File: src/jcrl_pkg.sv
// Package with the types and constants shared by the joint command rate limiter.
package jcrl_pkg;

    // Gripper rail scale 2*pi/0.053 as Q8.20.
    localparam logic signed [27:0] LIN_SCALE_Q20 = 28'sd124309383;
    localparam logic signed [4:0]  TRACK_GAIN    = 5'sd10;
    localparam logic signed [32:0] CHANGE_THRESH = 33'sd104;

    localparam logic [30:0] RST_MAX_STEP     = 31'd524288;
    localparam logic [30:0] RST_MAX_SPEED    = 31'd3145728;
    localparam logic [11:0] RST_LOOP_RATE_HZ = 12'd500;
    localparam logic [3:0]  RST_LINEAR_JOINT = 4'd8;

    typedef enum logic [2:0] {
        CFG_MIT_MODE      = 3'd0,
        CFG_MAX_STEP      = 3'd1,
        CFG_MAX_SPEED     = 3'd2,
        CFG_LOOP_RATE_HZ  = 3'd3,
        CFG_LINEAR_JOINT  = 3'd4,
        CFG_OUTPUT_ENABLE = 3'd5
    } t_cfg_idx;

    typedef enum logic {
        CMD_CONTROL = 1'b0,
        CMD_PRESET  = 1'b1
    } t_cmd;

    typedef enum logic [2:0] {
        ST_IDLE,
        ST_MUL,
        ST_SCALE,
        ST_DIFF,
        ST_VEL1,
        ST_VEL2,
        ST_OUT
    } t_state;

    typedef struct packed {
        logic               cmd;
        logic [2:0]         joint;
        logic signed [31:0] position_command;
        logic signed [31:0] measured_position;
        logic               measured_valid;
    } t_in_item;

    typedef struct packed {
        logic [2:0]         joint_out;
        logic               mit_frame;
        logic signed [31:0] position_target;
        logic signed [31:0] velocity_target;
        logic               step_limited;
        logic               speed_limited;
    } t_out_item;

    typedef struct packed {
        logic        mit_mode;
        logic [30:0] max_step;
        logic [30:0] max_speed;
        logic [11:0] loop_rate_hz;
        logic [3:0]  linear_joint;
        logic        output_enable;
    } t_cfg;

    // Saturate a sign-extended value to the signed 32-bit range.
    function automatic logic signed [31:0] sat32(input logic signed [63:0] v);
        logic signed [31:0] r;
        if (v > 64'sd2147483647) begin
            r = 32'sh7FFFFFFF;
        end else if (v < -64'sd2147483648) begin
            r = 32'sh80000000;
        end else begin
            r = v[31:0];
        end
        return r;
    endfunction

endpackage

File: src/jcrl_cfg.sv
// Configuration register file of the joint command rate limiter.
module jcrl_cfg import jcrl_pkg::*; (
    input  logic        i_clk,
    input  logic        i_rst_n,
    input  logic        i_cfg_we,
    input  logic [2:0]  i_cfg_idx,
    input  logic [30:0] i_cfg_wdata,
    output t_cfg        o_cfg
);

    t_cfg r_cfg;

    always_ff @(posedge i_clk) begin
        if (!i_rst_n) begin
            r_cfg.mit_mode      <= 1'b0;
            r_cfg.max_step      <= RST_MAX_STEP;
            r_cfg.max_speed     <= RST_MAX_SPEED;
            r_cfg.loop_rate_hz  <= RST_LOOP_RATE_HZ;
            r_cfg.linear_joint  <= RST_LINEAR_JOINT;
            r_cfg.output_enable <= 1'b1;
        end else if (i_cfg_we) begin
            case (i_cfg_idx)
                CFG_MIT_MODE:      r_cfg.mit_mode      <= i_cfg_wdata[0];
                CFG_MAX_STEP:      r_cfg.max_step      <= i_cfg_wdata;
                CFG_MAX_SPEED:     r_cfg.max_speed     <= i_cfg_wdata;
                CFG_LOOP_RATE_HZ:  r_cfg.loop_rate_hz  <= i_cfg_wdata[11:0];
                CFG_LINEAR_JOINT:  r_cfg.linear_joint  <= i_cfg_wdata[3:0];
                CFG_OUTPUT_ENABLE: r_cfg.output_enable <= i_cfg_wdata[0];
                default: ;
            endcase
        end
    end

    assign o_cfg = r_cfg;

endmodule

File: src/jcrl_mem.sv
// Previous-command memory with a registered read port and per-entry valid bits.
module jcrl_mem #(
    parameter int JOINTS = 8,
    parameter int AW     = 3
) (
    input  logic                 i_clk,
    input  logic                 i_rst_n,
    input  logic                 i_rd_en,
    input  logic [AW-1:0]        i_rd_addr,
    output logic signed [31:0]   o_rd_data,
    input  logic                 i_wr_en,
    input  logic [AW-1:0]        i_wr_addr,
    input  logic signed [31:0]   i_wr_data
);

    logic signed [31:0] r_mem [JOINTS];
    logic [JOINTS-1:0]  r_vld;
    logic signed [31:0] r_rd_data;
    logic               r_rd_vld;

    // An entry never written since reset reads as zero.
    always_ff @(posedge i_clk) begin
        if (!i_rst_n) begin
            r_vld    <= '0;
            r_rd_vld <= 1'b0;
        end else begin
            if (i_wr_en) begin
                r_vld[i_wr_addr] <= 1'b1;
            end
            if (i_rd_en) begin
                r_rd_vld <= r_vld[i_rd_addr];
            end
        end
    end

    always_ff @(posedge i_clk) begin
        if (i_wr_en) begin
            r_mem[i_wr_addr] <= i_wr_data;
        end
        if (i_rd_en) begin
            r_rd_data <= r_mem[i_rd_addr];
        end
    end

    assign o_rd_data = r_rd_vld ? r_rd_data : 32'sd0;

endmodule

File: src/joint_command_rate_limiter.sv
// Top level of the joint command rate limiter: sequencer and fixed-point datapath.
//
// Usage: each input beat on the i_in_* channel names a joint and carries its
// commanded and measured positions. A control beat produces one result beat on
// the o_out_* channel with the limited position target and the velocity target;
// a preset beat loads the joint's previous command and produces no result.
// Beats for joints at or above JOINTS, and control beats while output_enable
// is 0, are dropped and leave the state alone.
// The block works on one beat at a time. A control beat passes through the
// chain scale multiply, saturate, difference and clamp, velocity multiply,
// velocity sum and final clamp, each one register stage, around a single
// read-modify-write of the previous-command memory; a preset beat writes
// its command to the memory in the difference stage and stops there.
// The result sits in an output register, so the next beat is taken while a
// result still waits; if the receiver stalls, the following control beat waits
// in its last stage until the output register is free.
// Configuration writes are registered; the user makes them while the block is
// idle, which the block does not enforce. Reset sets the registers to their
// defaults and marks every previous command as zero; no clearing pass is needed.
module joint_command_rate_limiter import jcrl_pkg::*; #(
    parameter int JOINTS = 8
) (
    input  logic        i_clk,
    input  logic        i_rst_n,
    input  logic        i_in_valid,
    output logic        o_in_ready,
    input  t_in_item    i_in_data,
    output logic        o_out_valid,
    input  logic        i_out_ready,
    output t_out_item   o_out_data,
    input  logic        i_cfg_we,
    input  logic [2:0]  i_cfg_idx,
    input  logic [30:0] i_cfg_wdata
);

    localparam int AW = (JOINTS > 1) ? $clog2(JOINTS) : 1;

    t_cfg cfg;

    t_state r_state, n_state;

    // Item registers.
    t_in_item           r_in;
    logic               r_lin;
    logic signed [59:0] r_prod;
    logic signed [31:0] r_cmd_m;
    logic signed [31:0] r_prev;
    logic signed [31:0] r_meas;
    logic signed [32:0] r_err;
    logic signed [32:0] r_chg;
    logic               r_step_lim;
    logic signed [45:0] r_prodv;
    logic signed [36:0] r_err10;
    logic signed [31:0] r_tgt;
    logic               r_big;
    logic signed [46:0] r_vel;

    // Output register.
    logic      r_out_valid;
    t_out_item r_out;

    // Memory ports.
    logic               mem_rd_en;
    logic signed [31:0] mem_rd_data;
    logic               mem_wr_en;
    logic signed [31:0] mem_wr_data;

    logic in_acc;
    logic item_ok;
    logic out_load;

    // Combinational datapath terms.
    logic signed [60:0] rnd;
    logic signed [40:0] scaled;
    logic signed [31:0] cmd_m;
    logic signed [32:0] err;
    logic signed [32:0] chg;
    logic signed [32:0] lim;
    logic signed [46:0] vel;
    logic signed [46:0] spd;
    logic signed [46:0] vel_c;
    logic               spd_lim;

    jcrl_cfg u_cfg (
        .i_clk       (i_clk),
        .i_rst_n     (i_rst_n),
        .i_cfg_we    (i_cfg_we),
        .i_cfg_idx   (i_cfg_idx),
        .i_cfg_wdata (i_cfg_wdata),
        .o_cfg       (cfg)
    );

    jcrl_mem #(
        .JOINTS (JOINTS),
        .AW     (AW)
    ) u_mem (
        .i_clk     (i_clk),
        .i_rst_n   (i_rst_n),
        .i_rd_en   (mem_rd_en),
        .i_rd_addr (AW'(i_in_data.joint)),
        .o_rd_data (mem_rd_data),
        .i_wr_en   (mem_wr_en),
        .i_wr_addr (AW'(r_in.joint)),
        .i_wr_data (mem_wr_data)
    );

    assign o_in_ready = (r_state == ST_IDLE);
    assign in_acc     = i_in_valid && o_in_ready;

    // Beats for missing joints and disabled control beats are taken and dropped.
    assign item_ok = (({29'd0, i_in_data.joint}) < 32'(JOINTS))
                     && ((i_in_data.cmd == CMD_PRESET) || cfg.output_enable);

    assign mem_rd_en = in_acc && item_ok;

    // Linear-joint scaling: round to nearest with ties upward, then saturate.
    assign rnd    = 61'(r_prod) + 61'sd524288;
    assign scaled = 41'(rnd >>> 20);
    assign cmd_m  = r_lin ? sat32(64'(scaled)) : r_in.position_command;

    // Error uses the command before the step clamp.
    assign err = 33'(r_cmd_m) - 33'(r_meas);
    assign chg = 33'(r_cmd_m) - 33'(r_prev);
    assign lim = $signed({2'b00, cfg.max_step});

    // Velocity rule and clamp.
    assign vel = cfg.mit_mode ? 47'(r_prodv)
                              : (47'(r_err10) + (r_big ? 47'(r_prodv) : 47'sd0));
    assign spd = $signed({16'd0, cfg.max_speed});

    always_comb begin
        vel_c   = r_vel;
        spd_lim = 1'b0;
        if (r_vel > spd) begin
            vel_c   = spd;
            spd_lim = 1'b1;
        end else if (r_vel < -spd) begin
            vel_c   = -spd;
            spd_lim = 1'b1;
        end
    end

    // Sequencer.
    always_ff @(posedge i_clk) begin
        if (!i_rst_n) begin
            r_state <= ST_IDLE;
        end else begin
            r_state <= n_state;
        end
    end

    always_comb begin
        n_state     = r_state;
        mem_wr_en   = 1'b0;
        mem_wr_data = r_tgt;
        out_load    = 1'b0;
        case (r_state)
            ST_IDLE: begin
                if (in_acc && item_ok) begin
                    n_state = ST_MUL;
                end
            end
            ST_MUL:   n_state = ST_SCALE;
            ST_SCALE: n_state = ST_DIFF;
            ST_DIFF: begin
                if (r_in.cmd == CMD_PRESET) begin
                    mem_wr_en   = 1'b1;
                    mem_wr_data = r_cmd_m;
                    n_state     = ST_IDLE;
                end else begin
                    n_state = ST_VEL1;
                end
            end
            ST_VEL1: n_state = ST_VEL2;
            ST_VEL2: n_state = ST_OUT;
            ST_OUT: begin
                // Hold here until the output register is free.
                if (!r_out_valid || i_out_ready) begin
                    out_load  = 1'b1;
                    mem_wr_en = 1'b1;
                    n_state   = ST_IDLE;
                end
            end
            default: n_state = ST_IDLE;
        endcase
    end

    // Datapath registers.
    always_ff @(posedge i_clk) begin
        if (in_acc && item_ok) begin
            r_in  <= i_in_data;
            r_lin <= ({1'b0, i_in_data.joint} == cfg.linear_joint);
        end
        case (r_state)
            ST_MUL: begin
                r_prod <= 60'(r_in.position_command) * 60'(LIN_SCALE_Q20);
            end
            ST_SCALE: begin
                r_cmd_m <= cmd_m;
                r_prev  <= mem_rd_data;
                r_meas  <= r_in.measured_valid ? r_in.measured_position : mem_rd_data;
            end
            ST_DIFF: begin
                r_err      <= err;
                r_step_lim <= (chg > lim) || (chg < -lim);
                if (chg > lim) begin
                    r_chg <= lim;
                end else if (chg < -lim) begin
                    r_chg <= -lim;
                end else begin
                    r_chg <= chg;
                end
            end
            ST_VEL1: begin
                r_prodv <= 46'(r_chg) * $signed({34'd0, cfg.loop_rate_hz});
                r_err10 <= 37'(r_err) * 37'(TRACK_GAIN);
                r_tgt   <= sat32(64'(r_prev) + 64'(r_chg));
                r_big   <= (r_chg > CHANGE_THRESH) || (r_chg < -CHANGE_THRESH);
            end
            ST_VEL2: begin
                r_vel <= vel;
            end
            default: ;
        endcase
    end

    // Output register.
    always_ff @(posedge i_clk) begin
        if (!i_rst_n) begin
            r_out_valid <= 1'b0;
        end else if (out_load) begin
            r_out_valid <= 1'b1;
        end else if (i_out_ready) begin
            r_out_valid <= 1'b0;
        end
    end

    always_ff @(posedge i_clk) begin
        if (out_load) begin
            r_out.joint_out       <= r_in.joint;
            r_out.mit_frame       <= cfg.mit_mode || (r_in.joint == 3'd0);
            r_out.position_target <= r_tgt;
            r_out.velocity_target <= vel_c[31:0];
            r_out.step_limited    <= r_step_lim;
            r_out.speed_limited   <= spd_lim;
        end
    end

    assign o_out_valid = r_out_valid;
    assign o_out_data  = r_out;

endmodule

File: config.mk
export PLATFORM = sky130hd
export DESIGN_NAME = joint_command_rate_limiter
export DESIGN_NICKNAME = d
export VERILOG_FILES = /design/src/jcrl_pkg.sv /design/src/jcrl_cfg.sv /design/src/jcrl_mem.sv /design/src/joint_command_rate_limiter.sv
export SDC_FILE = /design/constraint.sdc
export NUM_CORES = 2
export LEC_CHECK = 0
export CAP_MARGIN = 10
export CORE_MARGIN = 3
export CORE_UTILIZATION = 55
export DETAILED_ROUTE_END_ITERATION = 8
export DONT_BUFFER_PORTS = 1
export PLACE_DENSITY = 0.73
export SLEW_MARGIN = 10
export SYNTH_ARGS = -nofsm -noshare
export SYNTH_HDL_FRONTEND = slang
export SYNTH_SLANG_ARGS = --single-unit
File: constraint.sdc
create_clock -name i_clk -period 13.52 [get_ports i_clk]
set_input_delay 2.704 -clock i_clk [delete_from_list [all_inputs] [get_ports i_clk]]
set_output_delay 2.704 -clock i_clk [all_outputs]
set_load 0.005 [all_outputs]
== Yosys cells after proc, flatten, opt, wreduce, memory -nomap -nowiden ==
Memory sizes are Yosys's and may differ from the RTL's. A register that Yosys moved wholly into a read port is not among the register bits.
Index checks and enable logic that the tools add are counted.
Word-level totals
  input bits: 108
  memories kept: 1
  bits in writable memories: 256
  latch bits: 0
  bits in read-only memories: 0
  logic and storage cells: 126
  output and inout port bits: 72
  register bits after elaboration: 618
Memory list
  u_mem.r_mem: depth 8, bits a word 32, read ports 1, clocked after Yosys merged registers in 1, write ports 1, line jcrl_mem.sv:16  | logic signed [31:0] r_mem [JOINTS];
Operators by class
  reduce and logical (&&, ||, !) cells: 20
  add/sub/neg operators: 7
  multiplexer cells: 31
  bitwise logic cells: 1
  div/mod/pow operators: 0
  shift operators: 0
  $lt $le $gt $ge: 13
  multiply operators: 3
  equal/unequal tests: 14
Operators with widths (number)
  32-bit two-way mux: 9
  47-bit two-way mux: 2
  32-bit by 32-bit subtractor with 33-bit output: 2
  31-bit two-way mux: 2
  60-bit by 21-bit adder with 61-bit output (second input constant): 1
  32-bit by 28-bit multiplier with 60-bit output (second input constant): 1
  37-bit by 47-bit adder with 47-bit output: 1
  47-bit by 32-bit greater-than comparator with 1-bit output: 1
  47-bit less-than comparator: 1
  31-bit negator with 47-bit output: 1
  33-bit by 13-bit multiplier with 46-bit output: 1
  41-bit by 32-bit greater-than comparator with 1-bit output (second input constant): 1
  41-bit by 32-bit less-than comparator with 1-bit output (second input constant): 1
  33-bit by 4-bit multiplier with 36-bit output (second input constant): 1
  32-bit by 33-bit adder with 34-bit output: 1
  34-bit by 32-bit greater-than comparator with 1-bit output (second input constant): 1
  34-bit by 32-bit less-than comparator with 1-bit output (second input constant): 1
  33-bit by 32-bit greater-than comparator with 1-bit output: 1
  33-bit by 8-bit greater-than comparator with 1-bit output (second input constant): 1
  33-bit less-than comparator: 1
  33-bit by 8-bit less-than comparator with 1-bit output (second input constant): 1
  33-bit two-way mux: 1
  31-bit negator with 33-bit output: 1
  3-bit case mux with 7 select lines: 1
  other kinds (20): 54

== Logic depth before layout (Yosys ltp) ==
  word-level depth: 6
  mapped depth: 26
  gate-level depth less buffers: 26

== By module ==
A second synthesis with hierarchy kept.
Unflattened totals
  cells, all modules: 7274
  area, all modules: 79068.3 µm²
By module, submodules not included
  joint_command_rate_limiter: area each 64633.2 µm², cells an instance 6486, instances 1
  jcrl_mem: area each 11239.5 µm², cells an instance 476, instances 1
  jcrl_cfg: area each 3195.6 µm², cells an instance 312, instances 1

== Least setup slack after synthesis ==
No wires, ideal clock.
  path kind: in2reg
  start point: in i_in_valid
  end point: reg u_mem.r_rd_vld
  data required time: 12.940 ns
  stages on the path: 3
  arrival time: 12.806 ns
  setup slack: 0.134 ns
  path through: o21ai_0 nor4_1 a211oi_1
Between the ends
  cells in the longest elaborated chain, start to end: 2
RTL lines
  start: declaration: line joint_command_rate_limiter.sv:25  | input logic i_in_valid,
  1-bit logical AND: line joint_command_rate_limiter.sv:108  | assign in_acc = i_in_valid && o_in_ready;
  1-bit logical AND: line joint_command_rate_limiter.sv:114  | assign mem_rd_en = in_acc && item_ok;
  net mem_rd_en: line joint_command_rate_limiter.sv:63  | logic mem_rd_en;
  end signal: assignment: line jcrl_mem.sv:31  | r_rd_vld <= r_vld[i_rd_addr];
  end: declaration: line jcrl_mem.sv:19  | logic r_rd_vld;
The timed path passes the listed nets, and every way through them passes these cells.
A chain may end at the register's enable or synchronous reset.

== Worst setup path after layout ==
  start point: reg r_in[37] (netlist bit)
  end point: reg r_prod[59] (data pin)
Between the ends
  cells in the longest elaborated chain, start to end: 1
RTL lines
  start: declaration: line joint_command_rate_limiter.sv:43  | t_in_item r_in;
  start signal: assignment: line joint_command_rate_limiter.sv:191  | r_in <= i_in_data;
  32-bit by 28-bit multiplier with 60-bit output: line joint_command_rate_limiter.sv:196  | r_prod <= 60'(r_in.position_command) * 60'(LIN_SCALE_Q20);
  end signal: assignment: line joint_command_rate_limiter.sv:196
  end: declaration: line joint_command_rate_limiter.sv:45  | logic signed [59:0] r_prod;
No other way between the ends.

==> out/results.ini <==
[outcome]
outcome = finished, final reports clean

[setup_path]
path_max_fanout = 10
crit_type = reg -> reg
end_kind = flop
worstPathRequired_ps = 13960
worstSetupStartpointType = flop
worstPathArrival_ps = 8730

[die]
num_io_pins = 180
die-area_mm2 = 0.1471
die_w_um = 383.5
die_y_um = 383.5
rows = 137
initial_utilization = 0.5576
placeableCoreArea_mm2 = 0.1406

[timing]
maxSlewViolCount = 0
rsz0062_at_grt = no
clock.fmax_ghz = 0.1206
fin_crit_sh = 0.6131
hold_viol = 0
max_slew_margin = 0.1222
setup_violations = 0
clock_skew_ps = 69.91
fin_setup_tns_ps = 0
fin_crit_ps = 8290
worst_slew_pin_slew_ps = 1303

[clocking]
cts_num_sinks = 887
cts_buffer_depth = 3
clock_latency_ps = 750
h-tree-depth = 3
ctsHoldBuffers = 0
postCtsSetupBuffers = 0
cts_tree = built
clkTransAtPathRegs_ps = 70
cts_resized = 0
cts-buffers-inserted = 99
cts_root_buf = clkbuf_16

[synth]
muxShareOfSynthArea = 0.04312
synth-adder-area-share = 0.3173
synthXorXnorAreaFrac = 0.04056
synth_commonest_cells = 1205 x inv_1, 794 x edfxtp_1, 780 x ha_1
synthesis.nets = 8969
yosys.area_share.simple = 0.1083
syn-instance-count = 7326
syn_area_per_cell_um2 = 10.70
synth.area.top_cells = edfxtp_1 30%, fa_1 19%, ha_1 12%
ys_ff_latch = 887
synthArstFlopShare = 0
synth_cell_types = 86
yosysMostFrequentCell = inv_1
ys.flop_type = edfxtp_1
yosysWarnings = 0
synth_compound_area_frac = 0.09333
synth-seq-area-share = 0.3279
netlist_area_mm2 = 0.07838
synth_top_area_cell = edfxtp_1
synth_top_family_by_area = adder cells
yosys.area.top_type_share = 0.3042
synth_edf_count = 794

[placement]
hpwlAfterDp_um = 169300
portBuffers = 0
gp_congestion = 0.9912

[routing]
vias = 54753
final_antenna_net_count = 0
wl_um = 215900
post_drt_wl_per_cell_um = 23.46
drc_errors = 0
firstDrtPassIters = 5
vias_per_cell = 5.949
drt_iter0_markers = 4699

[layout]
drive_gt1_frac = 0.06684
nNetsFinal = 8879
multi_input_area_mm2 = 0.04738
fillers = 11438
area_growth_pct = 6.982
regArea_mm2 = 0.02571

[grt]
grt_max_degree = 93
grt_first_pass_wirelength_um = 330700
grt_overflow = 0
grtUsageTotal = 0.2960
antenna_found_initial = 17
grt_pass1_vias = 55089

[hold_path]
hp-class = reg -> reg

[job]
maxCapViolations = 0

per-layer routing:
metal | vias up | GRT usage | part of all wire
met4 | 18 | 0.1089 | 0.041
met5 | - | 0 | 0.00080
met2 | 2310 | 0.4535 | 0.44
met1 | 27361 | 0.4130 | 0.42
met3 | 402 | 0.06814 | 0.094
li1 | 24662 | - | -
cell usage in the layout, fill, tap and decap left out, types with 89 or more instances in the layout:
cell,count
a21oi_1,368
mux2_2,137
inv_1,1204
nand2_1,612
clkbuf_16,101
fa_1,755
o21ai_0,224
and2_1,293
xor2_1,119
edfxtp_1,794
ha_1,780
dfxtp_1,89
nor2_1,266
a21o_1,165
xnor2_1,244
worst paths after layout:
check,slack [ps],cells past startpoint,to,startpoint
worst max-delay path,5230,21,r_prod[59],r_in[37]
worst min-delay path,420,0,o_out_data[1],r_step_lim
worst max register to register,5230,21,r_prod[59],r_in[37]
worst min register to register,420,0,o_out_data[1],r_step_lim
stage by stage:
step | instance area [µm²] | util | worst slack (ps) | hold slack, ps | cells
floorplan | 78380 | - | 134.5 | 400.3 | 7326
global placement | 80320 | 0.5714 | 5550 | 406.9 | 9010
detailed placement | 80320 | 0.5714 | 5434 | 405.4 | 9010
CTS | 83800 | 0.5962 | 5390 | 419.3 | 9191
global route | 83830 | 0.5964 | 4882 | 426.0 | 9193
finish | 83860 | 0.5966 | 5230 | 420.2 | 9203
sequential cells by signal, indices dropped and copies added, names as in the netlist, 8 cells and up:
| name | flops |
|---|---|
| r_chg | 33 |
| r_prod | 41 |
| u_mem.r_mem | 256 |
| r_err | 33 |
| u_mem.r_rd_data | 32 |
| r_err10 | 36 |
| r_tgt | 32 |
| r_prev | 32 |
| r_in | 69 |
| r_prodv | 46 |
| r_vel | 47 |
| r_cmd_m | 32 |
| u_cfg.o_cfg | 80 |
| r_meas | 32 |
| o_out_data | 70 |
| u_mem.r_vld | 8 |
critical path, cell delays in order, from the launching register on:
cell	delay, ps
edfxtp_1	630
ha_1	470
xor2_1	610
ha_1	380
fa_1	510
fa_1	520
fa_1	540
fa_1	560
inv_1	60
fa_1	530
inv_1	50
ha_1	380
nand4_1	260
or2_2	370
or2_2	300
a31oi_1	470
o311a_1	360
nand3_1	120
a21boi_0	420
a211oi_1	190
o21bai_1	190
xnor2_1	90
cell type report:
cell class,instances,area share
antenna,11,0.0003283
clock buffer,115,0.03113
clock inverter,66,0.01038
inverter,1207,0.05404
multi-input combinational,4993,0.5650
sequential,887,0.3066
tap,1876,0.02799
timing repair buffer,48,0.004536
kinds of logic (layout without fill, tap and decap cells):
logic type      count (synthesis)  count (layout)
buf+inv                      1446            1436
simple gates                 1713            1713
mux                           238             238
flops                         887             887
compound gates               1144            1144
xor+xnor                      363             363
other cells                     0              11
fa+ha+maj                    1535            1535
Power is left out: the tool's default activity adds up to more than one toggle a clock period on the data nets, which glitch-free logic cannot reach.
